===== config.mk =====
export PLATFORM = sky130hd
export DESIGN_NAME = four_digit_seven_segment_mux
export DESIGN_NICKNAME = d
export VERILOG_FILES = /design/src/design/fdsm_pkg.sv /design/src/design/fdsm_encode.sv /design/src/design/fdsm_scan.sv /design/src/design/four_digit_seven_segment_mux.sv
export SDC_FILE = /design/constraint.sdc
export NUM_CORES = 1
export LEC_CHECK = 0
export BUFFER_PORTS_ARGS = -buffer_cell sky130_fd_sc_hd__buf_2
export CORE_MARGIN = 8
export CORE_UTILIZATION = 37
export CTS_CLUSTER_DIAMETER = 80
export DETAILED_ROUTE_END_ITERATION = 8
export SLEW_MARGIN = 5
export SYNTH_ARGS = -nofsm -noshare
export SYNTH_HDL_FRONTEND = slang
export SYNTH_SLANG_ARGS = --single-unit

===== constraint.sdc =====
create_clock -name clock -period 12.4 [get_ports clock]
set_clock_uncertainty 0.1 [all_clocks]
set_input_delay 0.62 -clock clock [delete_from_list [all_inputs] [get_ports clock]]
set_output_delay 0.62 -clock clock [all_outputs]
set_load 0.1 [all_outputs]

===== src/design/fdsm_pkg.sv =====
// Shared types, codes and constants for the four-digit seven-segment display mux.
// Used by fdsm_encode, fdsm_scan and four_digit_seven_segment_mux; no dependencies.
package fdsm_pkg;

   typedef enum logic {
      OP_LOAD = 1'b0,
      OP_TICK = 1'b1
   } op_type;

   typedef enum logic [1:0] {
      CSR_SCAN_LAG       = 2'd0,
      CSR_SEGMENT_ACTIVE = 2'd1,
      CSR_DIGIT_ACTIVE   = 2'd2,
      CSR_DISPLAY_ENABLE = 2'd3
   } csr_index_type;

   localparam int CSR_INDEX_WIDTH = 2;
   localparam int CSR_DATA_WIDTH  = 16;
   localparam int LAG_WIDTH       = 16;
   localparam int VALUE_WIDTH     = 16;
   localparam int MAG_WIDTH       = 14;
   localparam int NUM_DIGITS      = 4;

   localparam logic [LAG_WIDTH-1:0] LAG_RESET = 16'd100;

   localparam logic [7:0] PAT_ZERO  = 8'b0011_1111;
   localparam logic [7:0] PAT_MINUS = 8'b0100_0000;
   localparam logic [7:0] PAT_BLANK = 8'b0000_0000;

   localparam logic signed [VALUE_WIDTH-1:0] POS_MAX = 16'sd9999;
   localparam logic signed [VALUE_WIDTH-1:0] NEG_MIN = -16'sd999;
   localparam int RADIX = 10;

   // reciprocal multipliers: exact quotients for magnitudes up to 9999
   localparam int DIV10_MUL   = 52429;  // >> 19
   localparam int DIV100_MUL  = 5243;   // >> 19
   localparam int DIV1000_MUL = 8389;   // >> 23

   typedef logic [7:0] pattern_type;
   typedef logic [NUM_DIGITS-1:0][7:0] pattern_set_type;

   typedef struct packed {
      logic [LAG_WIDTH-1:0] scan_lag;
      logic                 segment_active_high;
      logic                 digit_active_high;
      logic                 display_enable;
   } cfg_type;

   typedef struct packed {
      logic load;
      logic tick;
      logic clear_drive;
   } step_type;

   function automatic pattern_type seg_of(input logic [3:0] digit);
      pattern_type p;
      unique case (digit)
         4'd0:    p = PAT_ZERO;
         4'd1:    p = 8'h06;
         4'd2:    p = 8'h5B;
         4'd3:    p = 8'h4F;
         4'd4:    p = 8'h66;
         4'd5:    p = 8'h6D;
         4'd6:    p = 8'h7D;
         4'd7:    p = 8'h07;
         4'd8:    p = 8'h7F;
         4'd9:    p = 8'h6F;
         default: p = PAT_BLANK;
      endcase
      return p;
   endfunction

endpackage


===== src/design/fdsm_encode.sv =====
// Value to four seven-segment patterns: range check, constant-divisor digit split, blanking.
// Depends on fdsm_pkg.
module fdsm_encode (
   input  logic [fdsm_pkg::VALUE_WIDTH-1:0] value,
   output fdsm_pkg::pattern_set_type        patterns
);
   import fdsm_pkg::*;

   logic                         is_pos;
   logic                         is_neg;
   logic [VALUE_WIDTH-1:0]       mag_full;
   logic [MAG_WIDTH-1:0]         mag;
   logic [28:0]                  prod1;
   logic [25:0]                  prod2;
   logic [26:0]                  prod3;
   logic [9:0]                   q1;
   logic [6:0]                   q2;
   logic [3:0]                   q3;
   logic [3:0]                   d0;
   logic [3:0]                   d1;
   logic [3:0]                   d2;
   logic [3:0]                   d3;

   assign is_pos   = ($signed(value) >= 16'sd0) && ($signed(value) <= POS_MAX);
   assign is_neg   = ($signed(value) < 16'sd0) && ($signed(value) >= NEG_MIN);
   assign mag_full = is_neg ? VALUE_WIDTH'(-value) : value;
   assign mag      = mag_full[MAG_WIDTH-1:0];

   assign prod1 = 29'(mag) * 29'(DIV10_MUL);
   assign prod2 = 26'(mag) * 26'(DIV100_MUL);
   assign prod3 = 27'(mag) * 27'(DIV1000_MUL);
   assign q1    = prod1[28:19];
   assign q2    = prod2[25:19];
   assign q3    = prod3[26:23];

   assign d0 = 4'(mag - 14'(q1) * 14'(RADIX));
   assign d1 = 4'(q1 - 10'(q2) * 10'(RADIX));
   assign d2 = 4'(q2 - 7'(q3) * 7'(RADIX));
   assign d3 = q3;

   always_comb begin
      if (is_pos || is_neg) begin
         patterns[0] = seg_of(d0);
         patterns[1] = (d3 == 4'd0 && d2 == 4'd0 && d1 == 4'd0) ? PAT_BLANK : seg_of(d1);
         patterns[2] = (d3 == 4'd0 && d2 == 4'd0) ? PAT_BLANK : seg_of(d2);
         if (is_neg) begin
            patterns[3] = PAT_MINUS;
         end else begin
            patterns[3] = (d3 == 4'd0) ? PAT_BLANK : seg_of(d3);
         end
      end else begin
         patterns = {NUM_DIGITS{PAT_MINUS}};
      end
   end

endmodule


===== src/design/fdsm_scan.sv =====
// Scan state: stored patterns, prescaler, scan index and the active-high line drives.
// Depends on fdsm_pkg.
module fdsm_scan #(
   parameter int PRESCALE_WIDTH = 16
) (
   input  logic                       clock,
   input  logic                       reset,
   input  fdsm_pkg::step_type         step,
   input  fdsm_pkg::cfg_type          cfg,
   input  fdsm_pkg::pattern_set_type  patterns,
   output logic [7:0]                 segment_next,
   output logic [3:0]                 digit_next
);
   import fdsm_pkg::*;

   localparam int CMP_WIDTH = (PRESCALE_WIDTH + 1 > LAG_WIDTH) ? PRESCALE_WIDTH + 1 : LAG_WIDTH;

   pattern_set_type             patterns_ff;
   logic [1:0]                  scan_index_ff;
   logic [PRESCALE_WIDTH-1:0]   count_ff;
   logic [7:0]                  segment_ff;
   logic [3:0]                  digit_ff;

   logic [CMP_WIDTH-1:0]        count_in;
   logic                        active_tick;
   logic                        hit;
   logic                        saturated;

   assign count_in    = CMP_WIDTH'(count_ff) + CMP_WIDTH'(1);
   assign active_tick = step.tick && cfg.display_enable;
   assign hit         = count_in > CMP_WIDTH'(cfg.scan_lag);
   assign saturated   = count_in[PRESCALE_WIDTH];

   always_comb begin
      segment_next = segment_ff;
      digit_next   = digit_ff;
      if (active_tick && hit) begin
         segment_next = patterns_ff[scan_index_ff];
         digit_next   = 4'b0001 << scan_index_ff;
      end
   end

   always_ff @(posedge clock) begin
      if (reset) begin
         patterns_ff   <= '0;
         scan_index_ff <= 2'd3;
         count_ff      <= '0;
         segment_ff    <= '0;
         digit_ff      <= '0;
      end else begin
         if (step.load) begin
            patterns_ff <= patterns;
         end
         if (step.clear_drive) begin
            segment_ff <= '0;
            digit_ff   <= '0;
         end else begin
            segment_ff <= segment_next;
            digit_ff   <= digit_next;
         end
         if (active_tick) begin
            if (hit) begin
               count_ff      <= '0;
               scan_index_ff <= scan_index_ff - 2'd1;
            end else if (!saturated) begin
               count_ff <= count_in[PRESCALE_WIDTH-1:0];
            end
         end
      end
   end

endmodule


===== src/design/four_digit_seven_segment_mux.sv =====
// Top level of the four-digit seven-segment display mux: request/result registers and CSRs.
// Depends on fdsm_pkg, fdsm_encode and fdsm_scan.
//
//   channel   direction  handshake             payload
//   req       in         req_valid/req_ready   req_op, req_value
//   rsp       out        rsp_valid/rsp_ready   rsp_segment_lines, rsp_digit_lines
//   csr       in         csr_valid/csr_ready   csr_index, csr_data
//
// Each request passes the request register, then encode and scan logic into the
// result register. One request per cycle sustained while rsp_ready stays high.
// A stalled result holds; the request register still takes one request meanwhile.
// Synchronous reset clears the valid flags and sets CSR defaults; csr_ready is always high.
module four_digit_seven_segment_mux #(
   parameter int PRESCALE_WIDTH = 16
) (
   input  logic                                 clock,
   input  logic                                 reset,
   input  logic                                 req_valid,
   output logic                                 req_ready,
   input  logic                                 req_op,
   input  logic [fdsm_pkg::VALUE_WIDTH-1:0]     req_value,
   output logic                                 rsp_valid,
   input  logic                                 rsp_ready,
   output logic [7:0]                           rsp_segment_lines,
   output logic [3:0]                           rsp_digit_lines,
   input  logic                                 csr_valid,
   output logic                                 csr_ready,
   input  logic [fdsm_pkg::CSR_INDEX_WIDTH-1:0] csr_index,
   input  logic [fdsm_pkg::CSR_DATA_WIDTH-1:0]  csr_data
);
   import fdsm_pkg::*;

   cfg_type                 cfg_ff;
   logic                    in_valid_ff;
   op_type                  in_op_ff;
   logic [VALUE_WIDTH-1:0]  in_value_ff;
   logic                    rsp_valid_ff;
   logic [7:0]              segment_ff;
   logic [3:0]              digit_ff;

   logic                    advance;
   logic                    csr_write;
   step_type                step;
   pattern_set_type         patterns;
   logic [7:0]              segment_next;
   logic [3:0]              digit_next;
   logic [7:0]              segment_in;
   logic [3:0]              digit_in;

   assign advance   = in_valid_ff && (!rsp_valid_ff || rsp_ready);
   assign req_ready = !in_valid_ff || advance;
   assign csr_ready = 1'b1;
   assign csr_write = csr_valid && csr_ready;

   assign step.load        = advance && (in_op_ff == OP_LOAD);
   assign step.tick        = advance && (in_op_ff == OP_TICK);
   assign step.clear_drive = csr_write && (csr_index_type'(csr_index) == CSR_DISPLAY_ENABLE)
                             && !csr_data[0];

   fdsm_encode u_encode (
      .value    (in_value_ff),
      .patterns (patterns)
   );

   fdsm_scan #(
      .PRESCALE_WIDTH (PRESCALE_WIDTH)
   ) u_scan (
      .clock        (clock),
      .reset        (reset),
      .step         (step),
      .cfg          (cfg_ff),
      .patterns     (patterns),
      .segment_next (segment_next),
      .digit_next   (digit_next)
   );

   assign segment_in = (cfg_ff.display_enable ? segment_next : 8'h00)
                       ^ {8{!cfg_ff.segment_active_high}};
   assign digit_in   = (cfg_ff.display_enable ? digit_next : 4'h0)
                       ^ {4{!cfg_ff.digit_active_high}};

   always_ff @(posedge clock) begin
      if (reset) begin
         cfg_ff.scan_lag            <= LAG_RESET;
         cfg_ff.segment_active_high <= 1'b1;
         cfg_ff.digit_active_high   <= 1'b1;
         cfg_ff.display_enable      <= 1'b1;
      end else if (csr_write) begin
         unique case (csr_index_type'(csr_index))
            CSR_SCAN_LAG:       cfg_ff.scan_lag            <= csr_data[LAG_WIDTH-1:0];
            CSR_SEGMENT_ACTIVE: cfg_ff.segment_active_high <= csr_data[0];
            CSR_DIGIT_ACTIVE:   cfg_ff.digit_active_high   <= csr_data[0];
            CSR_DISPLAY_ENABLE: cfg_ff.display_enable      <= csr_data[0];
            default: ;
         endcase
      end
   end

   always_ff @(posedge clock) begin
      if (reset) begin
         in_valid_ff <= 1'b0;
      end else if (req_ready) begin
         in_valid_ff <= req_valid;
      end
      if (req_valid && req_ready) begin
         in_op_ff    <= op_type'(req_op);
         in_value_ff <= req_value;
      end
   end

   always_ff @(posedge clock) begin
      if (reset) begin
         rsp_valid_ff <= 1'b0;
      end else if (advance) begin
         rsp_valid_ff <= 1'b1;
      end else if (rsp_ready) begin
         rsp_valid_ff <= 1'b0;
      end
      if (advance) begin
         segment_ff <= segment_in;
         digit_ff   <= digit_in;
      end
   end

   assign rsp_valid         = rsp_valid_ff;
   assign rsp_segment_lines = segment_ff;
   assign rsp_digit_lines   = digit_ff;

`ifndef SYNTHESIS
   a_digit_onehot: assert property (@(posedge clock) disable iff (reset)
      $onehot0(digit_next))
      else $error("more than one digit driven");

   a_disabled_dark: assert property (@(posedge clock) disable iff (reset)
      !cfg_ff.display_enable |-> (digit_next == 4'h0 && segment_next == 8'h00))
      else $error("drive active while display disabled");

   a_stall_cause: assert property (@(posedge clock) disable iff (reset)
      !req_ready |-> (in_valid_ff && rsp_valid_ff && !rsp_ready))
      else $error("request stalled without a blocked result");

   a_result_follows: assert property (@(posedge clock) disable iff (reset)
      advance |=> rsp_valid)
      else $error("processed request produced no result");
`endif

endmodule

==> impl_metrics.json <==
{
  "synth_edf_count": 29,
  "cpMostUsedCell": "inv_1",
  "die_w_microns": 210,
  "cp_max_fo": 15,
  "nFillCells": 3727,
  "io_buffers": 53,
  "die_area_sq_um": 44200,
  "cp_slowest_cell": "xor2_1",
  "grt_antenna_before_repair": 0,
  "gp_congestion": 0.945,
  "worst_ep_required_time_ns": 12.56,
  "drc": 0,
  "final_nets": 1985,
  "grt_pass1_wl_microns": 57500,
  "synth_top_area_frac": 0.237,
  "hold_viol_final": 0,
  "synth.yosys.seq_area_share": 0.176,
  "status": "complete, no violations",
  "clock_sinks": 108,
  "synth_nets": 1943,
  "grt.overflow.total": 0,
  "cts_htree_levels": 3,
  "die_h_microns": 210,
  "dr.first_iter.drc_count": 739,
  "clk_latency_ns": 0.36,
  "synth_cell_types": 78,
  "hp-class": "input pin to flip-flop",
  "root_buffer": "clkbuf_16",
  "clk_pin_slew_worst_paths_ns": 0.09,
  "setup_viol": 0,
  "grt_pass1_vias": 10600,
  "critical-path-max-stage-delay_ns": 0.59,
  "fin_crit_ns": 10.46,
  "tns_ns": 0,
  "endpoint_kind": "flip-flop",
  "start_util": 0.373,
  "diodes": 0,
  "synthTopCellsByArea": "ha_1 (24%), fa_1 (17%), dfxtp_1 (11%)",
  "tritoncts": "yes",
  "syn_to_final_growth_pct": 8.44,
  "worstSetupPathType": "flip-flop to flip-flop",
  "core_sq_um": 37400,
  "slew_headroom": 0.208,
  "ys.flop_type": "dfxtp_1",
  "cts_resized": 0,
  "vias_per_cell": 5.04,
  "max_freq_mhz": 95.6,
  "multi_input_area_sq_um": 10300,
  "synth_top_area_cell": "ha_1",
  "synth_warnings": 0,
  "syn_area_per_cell_sq_um": 9.18,
  "cts_buffer_depth": 2,
  "post_cts_buffers": 0,
  "drive_above_1_share": 0.0785,
  "worst_pin_slew_ns": 1.19,
  "num_io_pins": 55,
  "postSynthCellCount": 1519,
  "ant_nets": 0,
  "grt.total_usage": 0.163,
  "grt_start_max_net_pins": 54,
  "dr_total_vias": 10500,
  "detailed_place_hpwl_microns": 30200,
  "crit_arrival_ns": 10.62,
  "synthesis.area_sq_um": 13900,
  "dr.pass1.iters": 5,
  "cts_buffers": 9,
  "min_period_over_period": 0.843,
  "cp-start-kind": "flip-flop",
  "maxCapViolCount": 0,
  "synth_seq_cells": 108,
  "postCtsHoldBufs": 0,
  "totalWireLength_microns": 35600,
  "async_reset_ff_frac": 0,
  "maxSlewViolCount": 0,
  "seq_area_sq_um": 2450,
  "wl_per_cell_microns": 17.1,
  "rsz0062_at_grt": "false",
  "row_count": 71
}
## per-stage QoR
stage / hold slack [ns] / util / cells / worst slack, ns / area [sq um]
2_1_floorplan: 0.316 / - / 1519 / 2.48 / 13900
3_3_place_gp: 0.321 / 0.396 / 2061 / 2.27 / 14800
3_5_place_dp: 0.326 / 0.396 / 2061 / 2.02 / 14800
4_1_cts: 0.315 / 0.404 / 2077 / 1.99 / 15100
5_1_grt: 0.321 / 0.404 / 2077 / 1.19 / 15100
6_report: 0.330 / 0.404 / 2077 / 1.94 / 15100
## metal layers
| layer | vias to the layer above | GRT usage | wire (microns) |
|---|---|---|---|
| met5 | - | 0 | 0 |
| met4 | 0 | 0.0486 | 788 |
| met3 | 31 | 0.0187 | 1670 |
| met2 | 228 | 0.254 | 15400 |
| met1 | 5014 | 0.235 | 17700 |
| li1 | 5191 | - | - |
## critical path, delay by kind of cell (launching register included)
family          cells  cell delay, ns
buf+inv             7            0.95
simple gates        6            1.74
fa+ha+maj           9            3.12
flops               1            0.36
compound gates      8            2.16
xor+xnor            7            1.93
## area by class of cell
class | instances | share of cell area
well taps | 511 | 0.0423
flip-flops and latches | 108 | 0.162
multi-input cells | 1083 | 0.679
clock buffers | 9 | 0.0149
clock inverters | 7 | 0.00447
inverters | 291 | 0.0722
repair buffers | 68 | 0.0250
## flip-flops by register name, summed over array words and instances (netlist names)
signal                flops
in_valid_ff               1
rsp_valid                 1
u_scan.segment_ff         8
u_scan.digit_ff           4
u_scan.patterns_ff       28
rsp_segment_lines         8
u_scan.scan_index_ff      2
rsp_digit_lines           4
in_value_ff              16
u_scan.count_ff          16
cfg_ff                   19
in_op_ff                  1
## cells in the mapped netlist, drive strengths merged, types with 6 or more instances
master	n
a211o	7
a211oi	9
a21o	23
a21oi	73
a221o	6
a311oi	7
a31oi	13
and2	9
and3	10
clkbuf	33
dfxtp	79
edfxtp	29
fa	120
ha	264
inv	291
mux2i	16
mux4	7
nand2	93
nand2b	10
nand3	19
nand3b	12
nand4	14
nor2	76
nor2b	10
nor3	29
o211a	8
o211ai	12
o21ai	62
or2	12
or3	6
xnor2	50
xor2	39
## cells by family after synthesis
group,count (synthesis),synth area share
compound gates,267,0.127
simple gates,314,0.112
other cells,1,0.000269
fa+ha+maj,384,0.409
flops,108,0.176
buf+inv,328,0.0887
mux,25,0.0244
xor+xnor,92,0.0618
## layout by cell type (no fill, tap or decap), types with 7 or more instances in the layout
master,n
inv_1,291
ha_1,264
fa_1,120
nand2_1,93
dfxtp_1,79
nor2_1,74
a21oi_1,73
o21ai_0,56
buf_2,53
xnor2_1,49
xor2_1,38
edfxtp_1,29
nor3_1,26
a21o_1,23
nand3_1,18
mux2i_1,16
buf_4,15
nand4_1,14
o211ai_1,12
nand3b_1,12
a31oi_1,11
nor2b_1,10
nand2b_1,10
and3_1,10
or2_2,9
and2_1,9
a211oi_1,9
clkbuf_16,9
o211a_1,8
a211o_1,7
a311oi_1,7
mux4_2,7
## worst paths after layout
check,start,end,slack (ns),cells past startpoint
worst max-delay path,in_value_ff[0],u_scan.patterns_ff[12],1.94,37
worst min-delay path,req_value[4],in_value_ff[4],0.33,1
worst max register to register,in_value_ff[0],u_scan.patterns_ff[12],1.94,37
worst min register to register,u_scan.segment_ff[7],u_scan.segment_ff[7],0.34,2
Power is not shown: default switching activity piles up to over one toggle a cycle in this logic, so the estimate is an artifact.
